<file path="config.mk">
export PLATFORM = sky130hd
export DESIGN_NAME = burst_and_silence_monitor_core
export DESIGN_NICKNAME = d
export VERILOG_FILES = /design/src/sv/bsm_pkg.sv /design/src/sv/burst_and_silence_monitor_core.sv /design/src/sv/bsm_seq.sv
export SDC_FILE = /design/constraint.sdc
export NUM_CORES = 1
export LEC_CHECK = 0
export BUFFER_PORTS_ARGS = -buffer_cell sky130_fd_sc_hd__buf_2
export CAP_MARGIN = 20
export CORE_UTILIZATION = 30
export DETAILED_ROUTE_END_ITERATION = 10
export SYNTH_ARGS = -nofsm -noshare
export SYNTH_HDL_FRONTEND = slang
export SYNTH_SLANG_ARGS = --single-unit
</file>
<file path="constraint.sdc">
create_clock -name clk -period 7.8 [get_ports clk]
set_input_delay 0 -clock clk [delete_from_list [all_inputs] [get_ports clk]]
set_output_delay 0 -clock clk [all_outputs]
set_load 0.02 [all_outputs]
</file>
<file path="src/sv/bsm_pkg.sv">
// ----------------------------------------------------------------------------
// bsm_pkg
// Shared types, constants and the control store of the burst and silence
// monitor.
// ----------------------------------------------------------------------------
`default_nettype none

package bsm_pkg;

  // Defaults for the top-level parameters.
  localparam int unsigned DEPTH_DEF     = 16;
  localparam int unsigned TIME_BITS_DEF = 32;
  localparam int unsigned ID_BITS_DEF   = 16;

  // Field widths of the stream and configuration ports.
  localparam int REQ_W      = 2;
  localparam int MSG_ID_W   = 16;
  localparam int NOW_W      = 32;
  localparam int IN_DATA_W  = 48;
  localparam int THR_W      = 5;
  localparam int WIN_W      = 20;
  localparam int SINCE_W    = 32;
  localparam int OUT_DATA_W = 40;
  localparam int CFG_IDX_W  = 2;
  localparam int CFG_DATA_W = 20;

  // Register reset values.
  localparam logic [MSG_ID_W-1:0] TARGET_RST  = 16'd0;
  localparam logic [THR_W-1:0]    THRESH_RST  = 5'd5;
  localparam logic [WIN_W-1:0]    WINDOW_RST  = 20'd2000;
  localparam logic [WIN_W-1:0]    TIMEOUT_RST = 20'd10000;

  typedef enum logic [REQ_W-1:0] {
    REQ_MSG    = 2'd0,
    REQ_POLL   = 2'd1,
    REQ_CLEAR  = 2'd2,
    REQ_UNUSED = 2'd3
  } req_t;

  typedef enum logic [CFG_IDX_W-1:0] {
    CFG_TARGET_ID = 2'd0,
    CFG_THRESHOLD = 2'd1,
    CFG_WINDOW    = 2'd2,
    CFG_TIMEOUT   = 2'd3
  } cfg_idx_t;

  // Jump conditions of the sequencer.
  typedef enum logic [2:0] {
    C_NEVER     = 3'd0,
    C_ALWAYS    = 3'd1,
    C_IN_ACC    = 3'd2,
    C_REQ_POLL  = 3'd3,
    C_REQ_CLEAR = 3'd4,
    C_NO_HIT    = 3'd5,
    C_TRIM_DONE = 3'd6,
    C_OUT_FREE  = 3'd7
  } cond_t;

  typedef logic [3:0] step_t;

  localparam step_t ST_FETCH      = 4'd0;
  localparam step_t ST_DISP_POLL  = 4'd1;
  localparam step_t ST_DISP_CLEAR = 4'd2;
  localparam step_t ST_DISP_MISS  = 4'd3;
  localparam step_t ST_PUSH       = 4'd4;
  localparam step_t ST_SETTLE     = 4'd5;
  localparam step_t ST_TRIM       = 4'd6;
  localparam step_t ST_EVAL       = 4'd7;
  localparam step_t ST_EMIT       = 4'd8;
  localparam step_t ST_CLEAR      = 4'd9;

  // Datapath strobes of one control word.
  typedef struct packed {
    logic fetch;
    logic push;
    logic pop;
    logic eval;
    logic clr;
    logic emit;
  } act_t;

  typedef struct packed {
    cond_t cond;
    step_t target;
    logic  hold;
    act_t  act;
  } ctrl_t;

  // Datapath status seen by the sequencer.
  typedef struct packed {
    logic in_acc;
    logic req_poll;
    logic req_clear;
    logic no_hit;
    logic trim_done;
    logic out_free;
  } status_t;

  // Control store. A taken condition jumps to target; otherwise the step
  // either holds (hold set) or falls through to the next one.
  function automatic ctrl_t rom(step_t s);
    ctrl_t w;
    w = '0;
    unique case (s)
      ST_FETCH: begin
        w.cond = C_IN_ACC; w.target = ST_DISP_POLL; w.hold = 1'b1;
        w.act.fetch = 1'b1;
      end
      ST_DISP_POLL: begin
        w.cond = C_REQ_POLL; w.target = ST_TRIM;
      end
      ST_DISP_CLEAR: begin
        w.cond = C_REQ_CLEAR; w.target = ST_CLEAR;
      end
      ST_DISP_MISS: begin
        w.cond = C_NO_HIT; w.target = ST_EMIT;
      end
      ST_PUSH: begin
        w.cond = C_NEVER; w.target = ST_FETCH;
        w.act.push = 1'b1;
      end
      ST_SETTLE: begin
        w.cond = C_NEVER; w.target = ST_FETCH;
      end
      ST_TRIM: begin
        w.cond = C_TRIM_DONE; w.target = ST_EVAL; w.hold = 1'b1;
        w.act.pop = 1'b1;
      end
      ST_EVAL: begin
        w.cond = C_ALWAYS; w.target = ST_EMIT;
        w.act.eval = 1'b1;
      end
      ST_EMIT: begin
        w.cond = C_OUT_FREE; w.target = ST_FETCH; w.hold = 1'b1;
        w.act.emit = 1'b1;
      end
      ST_CLEAR: begin
        w.cond = C_ALWAYS; w.target = ST_EMIT;
        w.act.clr = 1'b1;
      end
      default: begin
        w.cond = C_ALWAYS; w.target = ST_FETCH;
      end
    endcase
    return w;
  endfunction

endpackage

`default_nettype wire

</file>
<file path="src/sv/burst_and_silence_monitor_core.sv">
// ----------------------------------------------------------------------------
// burst_and_silence_monitor_core
// Counts target messages in a sliding time window and raises one-shot burst
// and silence flags, under control of a small microcoded sequencer.
// ----------------------------------------------------------------------------
//
//  Channel  Direction  Beat contents
//  in_      slave      tuser: req_type; tdata: msg_id, now_ms
//  out_     master     tdata: burst_detected, burst_count, silence_detected,
//                      since_last_ms (one result beat per input beat)
//  cfg_     slave      cfg_index selects the register, cfg_data the value
//
// A target message is pushed, trimmed, evaluated and emitted; a poll is trimmed,
// evaluated and emitted; a clear empties the state, then emits; others only emit.
// The trim loop pops at most DEPTH stamps, one per cycle, as the ring has one
// read port whose data is registered.
// Reset is synchronous and needs no clearing pass: the ring is read only
// below the fill count. A stalled result holds the sequencer in its emit step.
// ----------------------------------------------------------------------------
`default_nettype none

module burst_and_silence_monitor_core #(
  parameter int unsigned DEPTH     = bsm_pkg::DEPTH_DEF,
  parameter int unsigned TIME_BITS = bsm_pkg::TIME_BITS_DEF,
  parameter int unsigned ID_BITS   = bsm_pkg::ID_BITS_DEF
) (
  input  wire logic                            clk,
  input  wire logic                            rst_n,
  input  wire logic                            in_tvalid,
  output logic                                 in_tready,
  // [15:0] msg_id, [47:16] now_ms
  input  wire logic [bsm_pkg::IN_DATA_W-1:0]   in_tdata,
  // [1:0] req_type
  input  wire logic [bsm_pkg::REQ_W-1:0]       in_tuser,
  output logic                                 out_tvalid,
  input  wire logic                            out_tready,
  // [0] burst_detected, [5:1] burst_count, [6] silence_detected,
  // [38:7] since_last_ms, [39] zero
  output logic [bsm_pkg::OUT_DATA_W-1:0]       out_tdata,
  input  wire logic                            cfg_valid,
  output logic                                 cfg_ready,
  input  wire logic [bsm_pkg::CFG_IDX_W-1:0]   cfg_index,
  input  wire logic [bsm_pkg::CFG_DATA_W-1:0]  cfg_data
);

  localparam int IDX_W  = $clog2(DEPTH);
  localparam int CNT_W  = $clog2(DEPTH + 1);
  localparam int TW     = TIME_BITS;
  localparam int CW     = (TW > bsm_pkg::WIN_W) ? TW : bsm_pkg::WIN_W;
  localparam int KW     = (CNT_W > bsm_pkg::THR_W) ? CNT_W : bsm_pkg::THR_W;
  localparam int ID_CMP = (ID_BITS < bsm_pkg::MSG_ID_W) ? ID_BITS : bsm_pkg::MSG_ID_W;
  localparam logic [IDX_W-1:0] LAST_IDX  = IDX_W'(DEPTH - 1);
  localparam logic [CNT_W-1:0] FULL_CNT  = CNT_W'(DEPTH);
  localparam logic [IDX_W:0]   DEPTH_EXT = (IDX_W + 1)'(DEPTH);

  // Configuration registers.
  logic [bsm_pkg::MSG_ID_W-1:0] target_r;
  logic [bsm_pkg::THR_W-1:0]    thresh_r;
  logic [bsm_pkg::WIN_W-1:0]    window_r;
  logic [bsm_pkg::WIN_W-1:0]    timeout_r;

  // Latched item.
  logic [bsm_pkg::REQ_W-1:0]    req_r;
  logic [bsm_pkg::MSG_ID_W-1:0] id_r;
  logic [TW-1:0]                now_r;

  // Monitor state.
  logic [IDX_W-1:0] oldest_r, oldest_nxt;
  logic [CNT_W-1:0] count_r, count_nxt;
  logic [TW-1:0]    last_seen_r, last_seen_nxt;
  logic             burst_off_r, burst_off_nxt;
  logic             sil_off_r, sil_off_nxt;

  // Result being built and the output register.
  logic                        res_burst_r, res_burst_nxt;
  logic [bsm_pkg::THR_W-1:0]   res_cnt_r, res_cnt_nxt;
  logic                        res_sil_r, res_sil_nxt;
  logic [bsm_pkg::SINCE_W-1:0] res_since_r, res_since_nxt;
  logic                        out_valid_r, out_valid_nxt;
  logic [bsm_pkg::OUT_DATA_W-1:0] out_data_r;

  // Stamp ring.
  logic [TW-1:0]    ring [DEPTH];
  logic [TW-1:0]    rd_data_r;
  logic             wr_en;
  logic [IDX_W-1:0] wr_slot;

  bsm_pkg::status_t status;
  bsm_pkg::act_t    act;

  logic             in_acc;
  logic             hit;
  logic             out_free;
  logic             trim_done;
  logic             emit_fire;
  logic [TW-1:0]    age;
  logic [TW-1:0]    since;
  logic             burst_ge;
  logic             since_ge;
  logic             full;
  logic [IDX_W-1:0] push_oldest;
  logic [IDX_W-1:0] push_base;
  logic [IDX_W:0]   slot_sum;

  assign cfg_ready = 1'b1;
  assign in_tready = act.fetch;
  assign in_acc    = in_tvalid && act.fetch;

  assign hit = (req_r == bsm_pkg::REQ_MSG) && (id_r[ID_CMP-1:0] == target_r[ID_CMP-1:0]);
  assign age = now_r - rd_data_r;
  assign trim_done = (count_r == '0) || (CW'(age) <= CW'(window_r));
  assign since = now_r - last_seen_r;
  assign burst_ge = KW'(count_r) >= KW'(thresh_r);
  assign since_ge = CW'(since) >= CW'(timeout_r);
  assign out_free = !out_valid_r || out_tready;
  assign emit_fire = act.emit && out_free;

  assign status.in_acc    = in_acc;
  assign status.req_poll  = (req_r == bsm_pkg::REQ_POLL);
  assign status.req_clear = (req_r == bsm_pkg::REQ_CLEAR);
  assign status.no_hit    = !hit;
  assign status.trim_done = trim_done;
  assign status.out_free  = out_free;

  bsm_seq u_seq (
    .clk    (clk),
    .rst_n  (rst_n),
    .status (status),
    .act    (act)
  );

  // A full ring drops its oldest stamp before the new one goes in.
  assign full        = (count_r == FULL_CNT);
  assign push_oldest = full ? ((oldest_r == LAST_IDX) ? '0 : oldest_r + 1'b1) : oldest_r;
  assign push_base   = full ? LAST_IDX : count_r[IDX_W-1:0];
  assign slot_sum    = (IDX_W + 1)'(push_oldest) + (IDX_W + 1)'(push_base);
  assign wr_slot     = (slot_sum >= DEPTH_EXT) ? IDX_W'(slot_sum - DEPTH_EXT)
                                               : slot_sum[IDX_W-1:0];
  assign wr_en       = act.push;

  always_comb begin
    oldest_nxt    = oldest_r;
    count_nxt     = count_r;
    last_seen_nxt = last_seen_r;
    burst_off_nxt = burst_off_r;
    sil_off_nxt   = sil_off_r;
    res_burst_nxt = res_burst_r;
    res_cnt_nxt   = res_cnt_r;
    res_sil_nxt   = res_sil_r;
    res_since_nxt = res_since_r;

    if (in_acc) begin
      res_burst_nxt = 1'b0;
      res_cnt_nxt   = '0;
      res_sil_nxt   = 1'b0;
      res_since_nxt = '0;
    end

    if (act.push) begin
      oldest_nxt    = push_oldest;
      count_nxt     = CNT_W'(push_base) + 1'b1;
      last_seen_nxt = now_r;
      sil_off_nxt   = 1'b0;
    end

    if (act.pop && !trim_done) begin
      oldest_nxt = (oldest_r == LAST_IDX) ? '0 : oldest_r + 1'b1;
      count_nxt  = count_r - 1'b1;
    end

    if (act.eval) begin
      if (req_r == bsm_pkg::REQ_MSG) begin
        if (!burst_ge) begin
          burst_off_nxt = 1'b0;
        end else if (!burst_off_r) begin
          burst_off_nxt = 1'b1;
          res_burst_nxt = 1'b1;
          res_cnt_nxt   = bsm_pkg::THR_W'(count_r);
        end
      end else if (since_ge && !sil_off_r) begin
        sil_off_nxt   = 1'b1;
        res_sil_nxt   = 1'b1;
        res_since_nxt = bsm_pkg::SINCE_W'(since);
      end
    end

    if (act.clr) begin
      oldest_nxt    = '0;
      count_nxt     = '0;
      burst_off_nxt = 1'b0;
      sil_off_nxt   = 1'b0;
      last_seen_nxt = now_r;
    end
  end

  always_comb begin
    out_valid_nxt = out_valid_r;
    if (emit_fire) begin
      out_valid_nxt = 1'b1;
    end else if (out_tready) begin
      out_valid_nxt = 1'b0;
    end
  end

  always_ff @(posedge clk) begin
    if (!rst_n) begin
      target_r    <= bsm_pkg::TARGET_RST;
      thresh_r    <= bsm_pkg::THRESH_RST;
      window_r    <= bsm_pkg::WINDOW_RST;
      timeout_r   <= bsm_pkg::TIMEOUT_RST;
      oldest_r    <= '0;
      count_r     <= '0;
      last_seen_r <= '0;
      burst_off_r <= 1'b0;
      sil_off_r   <= 1'b0;
      res_burst_r <= 1'b0;
      res_sil_r   <= 1'b0;
      out_valid_r <= 1'b0;
    end else begin
      if (cfg_valid) begin
        case (cfg_index)
          bsm_pkg::CFG_TARGET_ID: target_r  <= cfg_data[bsm_pkg::MSG_ID_W-1:0];
          bsm_pkg::CFG_THRESHOLD: thresh_r  <= cfg_data[bsm_pkg::THR_W-1:0];
          bsm_pkg::CFG_WINDOW:    window_r  <= cfg_data;
          bsm_pkg::CFG_TIMEOUT:   timeout_r <= cfg_data;
          default: ;
        endcase
      end
      oldest_r    <= oldest_nxt;
      count_r     <= count_nxt;
      last_seen_r <= last_seen_nxt;
      burst_off_r <= burst_off_nxt;
      sil_off_r   <= sil_off_nxt;
      res_burst_r <= res_burst_nxt;
      res_sil_r   <= res_sil_nxt;
      out_valid_r <= out_valid_nxt;
    end
  end

  always_ff @(posedge clk) begin
    res_cnt_r   <= res_cnt_nxt;
    res_since_r <= res_since_nxt;
    if (in_acc) begin
      req_r <= in_tuser;
      id_r  <= in_tdata[15:0];
      now_r <= TW'(in_tdata[47:16]);
    end
    if (emit_fire) begin
      out_data_r <= {1'b0, res_since_r, res_sil_r, res_cnt_r, res_burst_r};
    end
  end

  // The read port follows the next oldest index, so the head stamp is ready
  // in the cycle after a pop. The settle step after a push covers the case
  // where the write lands on the head slot.
  always_ff @(posedge clk) begin
    if (wr_en) begin
      ring[wr_slot] <= now_r;
    end
    rd_data_r <= ring[oldest_nxt];
  end

  assign out_tvalid = out_valid_r;
  assign out_tdata  = out_data_r;

`ifndef SYNTHESIS
  a_count_bound: assert property (@(posedge clk) disable iff (!rst_n)
    count_r <= FULL_CNT)
    else $error("stamp count above ring depth");

  a_oldest_bound: assert property (@(posedge clk) disable iff (!rst_n)
    (IDX_W + 1)'(oldest_r) < DEPTH_EXT)
    else $error("oldest index outside ring");

  a_one_flag: assert property (@(posedge clk) disable iff (!rst_n)
    out_valid_r |-> !(out_data_r[0] && out_data_r[6]))
    else $error("burst and silence flagged in one beat");

  a_quiet_burst: assert property (@(posedge clk) disable iff (!rst_n)
    (out_valid_r && !out_data_r[0]) |-> (out_data_r[5:1] == '0))
    else $error("burst count without burst flag");

  a_clear_empties: assert property (@(posedge clk) disable iff (!rst_n)
    act.clr |=> (count_r == '0) && !burst_off_r && !sil_off_r)
    else $error("clear left state behind");
`endif

endmodule

`default_nettype wire

</file>
<file path="src/sv/bsm_seq.sv">
// ----------------------------------------------------------------------------
// bsm_seq
// Microcode sequencer: step counter, control store and jump logic.
// ----------------------------------------------------------------------------
`default_nettype none

module bsm_seq (
  input  wire logic             clk,
  input  wire logic             rst_n,
  input  wire bsm_pkg::status_t status,
  output bsm_pkg::act_t         act
);

  bsm_pkg::step_t pc_r;
  bsm_pkg::step_t pc_nxt;
  bsm_pkg::ctrl_t word;
  logic           take;

  assign word = bsm_pkg::rom(pc_r);
  assign act  = word.act;

  always_comb begin
    unique case (word.cond)
      bsm_pkg::C_NEVER:     take = 1'b0;
      bsm_pkg::C_ALWAYS:    take = 1'b1;
      bsm_pkg::C_IN_ACC:    take = status.in_acc;
      bsm_pkg::C_REQ_POLL:  take = status.req_poll;
      bsm_pkg::C_REQ_CLEAR: take = status.req_clear;
      bsm_pkg::C_NO_HIT:    take = status.no_hit;
      bsm_pkg::C_TRIM_DONE: take = status.trim_done;
      bsm_pkg::C_OUT_FREE:  take = status.out_free;
      default:              take = 1'b0;
    endcase
  end

  always_comb begin
    if (take) begin
      pc_nxt = word.target;
    end else if (word.hold) begin
      pc_nxt = pc_r;
    end else begin
      pc_nxt = pc_r + 4'd1;
    end
  end

  always_ff @(posedge clk) begin
    if (!rst_n) begin
      pc_r <= bsm_pkg::ST_FETCH;
    end else begin
      pc_r <= pc_nxt;
    end
  end

endmodule

`default_nettype wire
</file>
# ---- Word level (Yosys, flattened, before mapping)
# Memory sizes are Yosys's and may differ from the RTL's. A register that Yosys moved wholly into a read port is not among the register bits.
# Cells that the tools add are included.
# W data, S select, Z words.
dict set report word_totals {
  ff_bits 237
  ram_bits 512
  wordCells 135
  n_memories 1
}
# name depth word_bits rd rd_clocked_by_memory_dff write_ports line_no
set mem_list {}
lappend mem_list {ring 16 32 1 1 1 burst_and_silence_monitor_core.sv:83} ;# logic [TW-1:0] ring [DEPTH];
dict set report classes {
  add_sub_neg 8
  n_lt_le_gt_ge 4
  eq_ne 25
  n_mux 49
  bitwise_logic 1
  n_reduce_logical 28
}
# operator n
set op_table {}
lappend op_table {{$mux W32} 6}
lappend op_table {{$sub A32 B32 Y32} 2}
lappend op_table {{$pmux W7 S8} 1}
lappend op_table {{$mux W4} 9}
lappend op_table {{$mux W5} 7}
lappend op_table {{$ge A32 B20 Y1} 1}
lappend op_table {{$le A32 B20 Y1} 1}
lappend op_table {{$mux W1} 25}
lappend op_table {{$eq A16 B16 Y1} 1}
lappend op_table {{$eq A4 B3 Y1 const B} 4}
lappend op_table {{$eq A3 B3 Y1 const B} 4}
lappend op_table {{$eq A4 B4 Y1 const B} 3}
lappend op_table {{$reduce_and A2 Y1} 5}
lappend op_table {{$add A4 B1 Y4 const B} 2}
lappend op_table {{$eq A4 B2 Y1 const B} 2}
lappend op_table {{$pmux W1 S8} 1}
lappend op_table {{$eq A2 B2 Y1 const B} 3}
lappend op_table {{$eq A3 B2 Y1 const B} 2}
lappend op_table {{$reduce_bool A2 Y1} 3}
lappend op_table {{$reduce_or A2 Y1} 3}
lappend op_table {{$add A4 B1 Y5 const B} 1}
lappend op_table {{$add A4 B4 Y5} 1}
lappend op_table {{$eq A5 B5 Y1 const B} 1}
lappend op_table {{$ge A5 B5 Y1} 1}
lappend op_table {{other kinds (16)} 26}

# ---- Depth between registers and ports, before layout
# Gate-level depths: netlist of run 1.
dict set report logic_depth {
  ltp_word 8
  depth_mapped 27
  ltp_nobuf 26
}

# ---- Modules after synthesis
# A second synthesis of run 1 with hierarchy kept.
dict set report unflattened {
  cells_unflattened 3187
  area_unflattened_um2 36319.8
}
# mod instances cells_per_inst area_per_inst_um2 seq_area_each_um2
set modules_own_cells {}
lappend modules_own_cells {burst_and_silence_monitor_core 1 3117 35769.3 21570.7}
lappend modules_own_cells {bsm_seq 1 70 550.5 80.1}

# ---- Worst setup path before layout of run 1
# Ideal clock, no wire load.
dict set report synth_path {
  kind {reg-to-reg}
  start {register now_r[0]}
  end {register res_since_r[10] in the netlist's numbering}
  setup_time_ns 0.123
  arrival_time_ns 5.735
  t_required_ns 7.677
  path_slack_ns 1.942
  stages_incl_launch_ff 28
  n_path_buf 1
  period_less_slack_ns 5.858
  path_cell_list {edfxtp_1 inv_1 ha_1 inv_1 fa_1 a21oi_1 o21bai_2 a2111oi_1 o41ai_2 a21o_1 a21o_1 a21o_1 a21o_1 a21o_1 a21oi_1 o21ai_0 xor2_1 ha_1 a21oi_1 nor2b_1 a211oi_1 o2111ai_1 nor4_1 nand4_1 or4_4 o21ai_4 buf_4 mux2_1}
}
dict set report synth_via {
  elab_chain_cells 6
}
# element line_no
set synth_lines {}
lappend synth_lines {{start: declaration} burst_and_silence_monitor_core.sv:65} ;# logic [TW-1:0] now_r;
lappend synth_lines {{start signal: assignment} burst_and_silence_monitor_core.sv:246} ;# now_r <= TW'(in_tdata[47:16]);
lappend synth_lines {{$sub A32 B32 Y32 (*)} burst_and_silence_monitor_core.sv:112} ;# assign since = now_r - last_seen_r;
lappend synth_lines {{$ge A32 B20 Y1} burst_and_silence_monitor_core.sv:114} ;# assign since_ge = CW'(since) >= CW'(timeout_r);
lappend synth_lines {{$logic_and A1 B1 Y1} burst_and_silence_monitor_core.sv:180} ;# end else if (since_ge && !sil_off_r) begin
lappend synth_lines {{$mux W32 (*)} burst_and_silence_monitor_core.sv:180}
lappend synth_lines {{$mux W32 (*)} burst_and_silence_monitor_core.sv:172} ;# if (req_r == bsm_pkg::REQ_MSG) begin
lappend synth_lines {{$mux W32 (*)} burst_and_silence_monitor_core.sv:171} ;# if (act.eval) begin
lappend synth_lines {{via res_since_nxt, one bit} burst_and_silence_monitor_core.sv:78} ;# logic [bsm_pkg::SINCE_W-1:0] res_since_r, res_since_nxt;
lappend synth_lines {{end signal: assignment} burst_and_silence_monitor_core.sv:242} ;# res_since_r <= res_since_nxt;
lappend synth_lines {{end: declaration} burst_and_silence_monitor_core.sv:78}
# The timed path passes the listed nets; every way through them passes the cells marked *.
# A chain may end at the register's enable or synchronous reset.

# ---- Final worst setup path of run 1
dict set report layout_path {
  start {register now_r[0]}
  end {register rd_data_r[25], read port of ring}
}
dict set report layout_via {
  elab_chain_cells 7
}
# element line_no
set layout_lines {}
lappend layout_lines {{$sub A32 B32 Y32} burst_and_silence_monitor_core.sv:110} ;# assign age = now_r - rd_data_r;
lappend layout_lines {{$le A32 B20 Y1} burst_and_silence_monitor_core.sv:111} ;# assign trim_done = (count_r == '0) || (CW'(age) <= CW'(window_r));
lappend layout_lines {{$logic_or A1 B1 Y1} burst_and_silence_monitor_core.sv:111}
lappend layout_lines {{$logic_not A1 Y1} burst_and_silence_monitor_core.sv:166} ;# if (act.pop && !trim_done) begin
lappend layout_lines {{$logic_and A1 B1 Y1} burst_and_silence_monitor_core.sv:166}
lappend layout_lines {{$mux W4} burst_and_silence_monitor_core.sv:166}
lappend layout_lines {{$mux W4} burst_and_silence_monitor_core.sv:187} ;# if (act.clr) begin
lappend layout_lines {{end: declaration} burst_and_silence_monitor_core.sv:84} ;# logic [TW-1:0] rd_data_r;
# Every way passes these cells.

==> results of run 1 <==
==> flip-flops by register name (all words and copies together) (netlist names), 2 cells and up <==
signal / count
count_r: 5
ring: 512
thresh_r: 5
last_seen_r: 32
oldest_r: 4
req_r: 2
now_r: 32
res_cnt_r: 5
target_r: 16
rd_data_r: 32
timeout_r: 20
u_seq.pc_r: 4
out_tdata: 39
window_r: 20
id_r: 16
res_since_r: 32
==> synth_stat cells, drive strengths merged, types with 7 or more instances <==
library cell	count	area share, %
nor2b	12	0.21
and2	22	0.39
mux2	116	3.7
o21a	10	0.21
edfxtp	601	51
o211ai	214	4.6
buf	51	0.96
nand3	28	0.40
nand2	253	2.7
nor2	91	0.98
nor3	18	0.27
nand4	62	1.1
o21bai	8	0.18
a32o	7	0.20
o2111ai	103	2.6
o21ai	48	0.73
xnor2	49	1.2
inv	228	2.4
nand2b	17	0.30
and3	8	0.14
o22a	32	0.80
ha	116	4.1
clkbuf	116	1.2
a31oi	12	0.21
a21oi	162	2.3
or3	11	0.20
a21o	45	0.96
xor2	25	0.62
a211oi	17	0.38
dfxtp	180	10
mux2i	76	2.2
==> final timing paths <==
check / start / end / slack (ns)
setup / recovery: now_r[0] / rd_data_r[25] / 0.56
hold / removal: in_tdata[41] / now_r[25] / 0.07
setup reg to reg: now_r[0] / rd_data_r[25] / 0.56
hold reg to reg: res_since_r[19] / out_tdata[26] / 0.42
==> power breakdown <==
part           internal (mW)  switching, mW  leakage, nW  total [mW]
logic                  0.916           1.64         6.52        2.56
clock network           2.14           1.57         1.22        3.71
registers               4.86          0.150         6.89        5.01
total                   7.91           3.36         14.6        11.3
==> final cells by class <==
| class | instances | area (um^2) | area share, % |
|---|---|---|---|
| Tap cell | 1524 | 1910 | 4.64 |
| Inverter | 229 | 861 | 2.09 |
| Sequential cell | 781 | 21700 | 52.7 |
| Timing Repair Buffer | 280 | 2130 | 5.17 |
| Clock inverter | 29 | 307 | 0.745 |
| Multi-Input combinational cell | 1648 | 12100 | 29.4 |
| Clock buffer | 108 | 2180 | 5.29 |
==> through the flow <==
step,utilization (%),cell area (um^2),total power [mW]
2_1_floorplan,-,35200,6.75
3_3_place_gp,32.5,37700,7.57
3_5_place_dp,32.5,37700,7.60
4_1_cts,35.4,41100,11.3
5_1_grt,35.4,41100,11.7
6_report,35.4,41100,11.3
==> routing by layer <==
metal	vias to the layer above	wire length, um	GRT usage [%]	part of all wire [%]
li1	11037	-	-	-
met1	11921	40800	20.4	40
met2	846	50700	29.5	50
met3	210	5930	2.39	5.9
met4	0	3860	7.08	3.8
met5	-	0	0	0
==> critical path: cells and delay by family (launching register included) <==
family          cells  cell delay [ns]
compound gates     11             2.72
simple gates        7             2.04
flops               1             0.69
buf+inv             2             0.68
fa+ha+maj           2             0.57
mux                 1             0.23
xor+xnor            1             0.16
==> cell families (layout without fill, tap and decap cells) <==
| logic type | after synthesis | count (layout) | share of synthesized area [%] |
|---|---|---|---|
| mux | 192 | 192 | 5.89 |
| compound gates | 707 | 707 | 14.4 |
| other cells | 2 | 2 | 0.0213 |
| fa+ha+maj | 119 | 119 | 4.30 |
| xor+xnor | 74 | 74 | 1.84 |
| flops | 781 | 781 | 61.5 |
| buf+inv | 396 | 646 | 4.64 |
| simple gates | 554 | 554 | 7.42 |
==> impl_results.md, run 1 <==
* DP Wirelength at approximately 60 mm
* # diodes at 0
* Largest net degree at the start of global routing at approximately 110
* Buffers on Ports at around 120
* Mapped Area at 35200 um^2
* Syn Area/Cell at ~12 um^2
* I/O pin total at 120
* Commonest cells after routing, fill and taps aside: edfxtp_1, nand2_1, inv_1
* Overall routing resource usage at 16.8%
* LEAKAGE at ~15 nW
* CP max stage delay at between 0.6 and 0.7 ns
* Starting Density at 30.3%
* Final wirelength at ~100 mm
* Worst EP required at 8.38 ns
* Hold Buf Count CTS at ~90
* Placement Setup Slack at 0.681 ns
* Filler cell count in the final layout at 11.2k
* Postcts setup bufs at 0
* Crit path arrival time at 7.81 ns
* Final setup vio count at 0
* HP Class: in2reg
* Worst Tran Pin Value at ~1 ns
* Final GP Congestion at about 0.90
* GR Overflow Total at 0
* Status: finished clean
* Layout Area Growth over Synthesis at 16.9%
* DP Cell Count at 4373
* Initial antenna violation count at 0
* Most common cell after layout, fill and taps aside: edfxtp_1
* Max transition margin at 32.5%
* CTS Buf Count at between 70 and 80
* Resized Gates After CTS at 0
* Hold Path Cell Cnt at 2
* Max-Cap Viols at 0
* Clock Tree Buf Depth at 3
* Final setup TNS at 0 ns
* Post-DR wirelength/cell at 22.0 um
* Later-pin clock latency in the skew report at roughly 0.64 ns
* CP startpoint kind: flip-flop
* Number of remaining DRC errors at 0
* Crit path cell chain: inv_1, ha_1, nor2b_1, o2111ai_1, a211oi_2, nor3_2, o31ai_1, a31oi_1, xnor2_1, ha_1, a21oi_1, o21ai_0, or3_1, nor4_1, o221a_2, o2111ai_1, nor4_1, o211a_2, o21ai_2, mux2i_1, nor2_4, buf_4, o211ai_1, nand4_1
* Post-Syn Instances at around 2.8k
* Die Ht at 344 um
* Syn_nets at 3021
* Yosys warnings at 0
* FF+latch count, synth at 781
* Number of synthesized flops with an enable pin at between 600 and 700
* CTS tree: yes
* Peak fanout along the critical path at 36
* FMAX at 138 MHz
* Root buf cell: clkbuf_16
* Tmin final at roughly 7.2 ns
* Final hold violations at 0
* Final hold slack at 0.0711 ns
* Starting DRT DRC Count at 2046
* Crit share post-route at 92.8%
* Critical path class: reg2reg
* Global-route wire length before repair at ~150 mm
* Max-slew violations at 0
* CP max stage cell: edfxtp_1
* Core area at approximately 120000 um^2
* Worst setup EP type: flip-flop
* Post-synthesis async set-or-reset flop share at 0%
* Synth cell types at 85
* R2R cell count at 24
* Setup WS post-layout at between 0.5 and 0.6 ns
* Die W at around 340 um
* Peak supply drop at 0.231 mV
* Final Skew at around 0.027 ns
* Most used DFF post-synth: edfxtp_1
* DR vias at around 24k
* Die Area at between 100000 and 150000 um^2
* RSZ-0062 raised after global routing: false
* Htree depth at 3
* DRT antenna net count at 0
* Post-synthesis sequential area ratio at between 60% and 70%
* Clock sink count at between 700 and 800
* Total power density per cell area at ~270 nW/um^2
* Layout cell share with drive strength beyond 1 at 14.0%
* Avg Vias per Cell at about 5.2
* Detailed Routing Iterations Pass 1 at 6
* Final cell count without fillers at ~4.6k
* Vias in the first global route at 23.5k
* NumNets Final at around 3.2k
* Clock slew at reported path FFs at 0.06 ns
* FP Rows at 125
(Power assumes the default switching activity.)
==> run 2, diff against run 1 <==
--- a/config.mk
+++ b/config.mk
@@ -11,4 +11,5 @@
 export DETAILED_ROUTE_END_ITERATION = 10
 export SYNTH_ARGS = -nofsm -noshare
 export SYNTH_HDL_FRONTEND = slang
+export SYNTH_HIERARCHICAL = 1
 export SYNTH_SLANG_ARGS = --single-unit
==> run 2 against run 1 <==
  * Clock-buffer cell count shrank 8
  * Critical endpoint is now rd_data_r[29]
  * Die area grew 3.2%
  * Highest routed layer is now met5
  * Via count is 9.8% higher
  * Worst setup slack worse by 0.12 ns
==> impl_results.md, run 2 <==
* Crit share post-route at 94.3% (+1.5 points)
* CP dominant cell by count: or4_1
* DP Wirelength at 70.1 mm (+17%)
* Post-synthesis sequential area ratio at 59.6% (-1.9 points)
* Final wirelength at 111 mm (+9.8%)
* Worst EP required at 8.31 ns (-0.07 ns)
* Final GP Congestion at 0.888 (-1.8%)
* DP Cell Count at 4811 (+10%)
* Tmin final at 7.36 ns (+0.121 ns)
* I/O pin total at 120 (unchanged)
* Crit path cell chain: inv_1, ha_1, fa_1, nor2b_1, o31a_1, o21ai_1, nand2_1, xor2_1, ha_1, nand4_1, or4_1, mux2i_1, a31oi_1, or4_1, nor4_2, nand4_1, nand4bb_2, buf_4, a41o_1, nor2_1, nor2_4, buf_4, a2111o_1, or4_1
* Max-slew violations at 0 (unchanged)
* Buffers on Ports at 117 (unchanged)
* Synth cell types at 84 (-1.2%)
* Core area at 120000 um^2 (+3.2%)
* Synth top area share at 49.7% (-1.6 points)
* Synth cell count leaders: edfxtp_1, nand2_1, a21oi_1, dfxtp_1, clkbuf_1
* Clock slew at reported path FFs at 0.06 ns (about the same)
* Final Skew at 0.0313 ns (+0.00485 ns)
* Final setup TNS at 0 ns (unchanged)
* Avg Vias per Cell at 5.23 (+0.23%)
* Final hold violations at 0 (unchanged)
* Commonest cells after routing, fill and taps aside: edfxtp_1, nand2_1, a21oi_1
* Peak fanout along the critical path at 32 (-11%)
* Die Ht at 350 um (+1.6%)
* DRT antenna net count at 0 (unchanged)
* CP max stage cell: or4_1
* Status: finished clean
* DR vias at 26.4k (+9.8%)
* # diodes at 0 (unchanged)
* Htree depth at 3 (unchanged)
* GR Overflow Total at 0 (unchanged)
* HP Class: in2reg
* Most used DFF post-synth: edfxtp_1
* Mapped Area at 36300 um^2 (+3.2%)
* Final setup vio count at 0 (unchanged)
* Design area at 42800 um^2 (+4.1%)
* LEAKAGE at 15.4 nW (+5.5%)
* Largest register FFs at 512 (unchanged)
* Number of remaining DRC errors at 0 (unchanged)
* Syn_nets at 3384 (+12%)
* Die Area at 122000 um^2 (+3.2%)
* Detailed Routing Iterations Pass 1 at 6 (unchanged)
* Critical path class: reg2reg
* Top-count cell post-synth: edfxtp_1
* CP startpoint kind: flip-flop
* Later-pin clock latency in the skew report at 0.66 ns (+0.02 ns)
* Number of synthesized flops with an enable pin at 601 (unchanged)
* DP Area at 39200 um^2 (+3.8%)
* Die W at 350 um (+1.6%)
* Total power density per cell area at 275 nW/um^2 (+0.18%)
* Clock Tree Buf Depth at 3 (unchanged)
* FP Rows at 127 (+1.6%)
* CTS tree: yes
* Max transition margin at 26.1% (-6.4 points)
* Root buf cell: clkbuf_16
* Worst Tran Pin Value at 1.11 ns (+0.0954 ns)
* Most common cell after layout, fill and taps aside: edfxtp_1
* Syn Area/Cell at 11.4 um^2 (-8.5%)
* Clock sink count at 781 (unchanged)
* Layout Area Growth over Synthesis at 17.8%
* Peak supply drop at 0.201 mV (-13%)
* Vias in the first global route at 25.8k (+10%)
* Worst setup EP type: flip-flop
* FMAX at 136 MHz (-1.6%)
* Overall routing resource usage at 17.9% (+1.1 points)
* Final cell count without fillers at 5040 (+9.6%)
* Layout cell share with drive strength beyond 1 at 13.4% (-0.63 points)
* Yosys warnings at 6 (+6)
* Post-synthesis async set-or-reset flop share at 0% (unchanged)
* Largest net degree at the start of global routing at 97 (-10%)
* FF+latch count, synth at 781 (unchanged)
* Max-Cap Viols at 0 (unchanged)
* Starting Density at 30.3% (about the same)
* Starting DRT DRC Count at 2355 (+15%)
* Kind of cell adding the most delay to the critical path: simple AND/OR/NAND/NOR gates
* CTS Buf Count at 80 (+6.7%)
* Post-DR wirelength/cell at 22.1 um (+0.20%)
* Buffers & Inverters on Critical Path at 3 (+1)
* Top reg by flops: ring
* Initial antenna violation count at 1 (+1)
* Area contributors post-synth: edfxtp_1, dfxtp_1, nand2_1
* Crit path arrival time at 7.86 ns (+0.05 ns)
* CP max stage delay at 0.57 ns (-0.12 ns)
* Post-Syn Instances at 3187 (+13%)
* NumNets Final at 3560 (+11%)
* Global-route wire length before repair at 165 mm (+11%)
* RSZ-0062 raised after global routing: false
* Largest area contributor in the netlist: edfxtp_1
-- run 2: changes by cell type after synthesis, sizes merged, moves of 91 or more --
cell | before | now
nand2 | 253 | 449
o211ai | 214 | 23
a21oi | 162 | 290
o21ai | 48 | 175
a21boi | 2 | 114
nand3 | 28 | 127
o2111ai | 103 | 4
inv | 228 | 137
-- run 2: layout make-up --
type / count / area, um^2
Clock buffer: 100 / 2140
Clock inverter: 47 / 648
Fill cell: 11671 / 77200
Inverter: 137 / 514
Multi-Input combinational cell: 2073 / 13600
Sequential cell: 781 / 21700
Tap cell: 1612 / 2020
Timing Repair Buffer: 290 / 2210
-- run 2: stage by stage --
step	setup WS (ns)	hold slack [ns]	utilization (%)	power, mW
finish	0.444	0.0505	35.7	11.8
global route	0.0140	0.0374	35.7	12.2
CTS	0.315	0.0121	35.7	11.8
detailed placement	0.369	0.178	32.7	7.70
global placement	0.494	0.177	32.7	7.68
floorplan	1.36	0.0989	-	6.78
-- run 2: final timing paths --
path | startpoint | endpoint | slack (ns) | cells after the start
max | now_r[0] | rd_data_r[29] | 0.44 | 24
min | in_tdata[30] | now_r[14] | 0.05 | 2
max reg2reg | now_r[0] | rd_data_r[29] | 0.44 | 24
min reg2reg | res_since_r[10] | out_tdata[17] | 0.43 | 0
-- run 2: per-layer routing --
layer | global-route usage [%] | vias to the layer above | wire, um
li1 | - | 12158 | -
met1 | 23.1 | 13063 | 46400
met2 | 29.9 | 973 | 53300
met3 | 2.80 | 182 | 7500
met4 | 6.73 | 2 | 3960
met5 | 0 | - | 13
-- run 2: what timing repair did --
item	4_1_cts	5_1_grt
buffers inserted	0	0
endpoints found under the hold margin	162	0
resized for setup	0	2
hold buffers	81	0
endpoints found under the setup margin	0	32
-- run 2: cell families after synthesis --
kind of cell | synth area share, %
xor gates and xnor gates | 1.66
and+or+nand+nor | 10.9
adders and majority gates | 4.20
buffers and inverters | 3.60
DFF | 59.6
AOI/OAI and AO/OA | 16.5
muxes | 3.51
other | 0.0207
-- run 2: power by group --
group / internal (mW) / switching (mW) / total [mW]
combinational: 0.978 / 1.72 / 2.70
sequential: 4.84 / 0.142 / 4.98
clock: 2.37 / 1.70 / 4.07
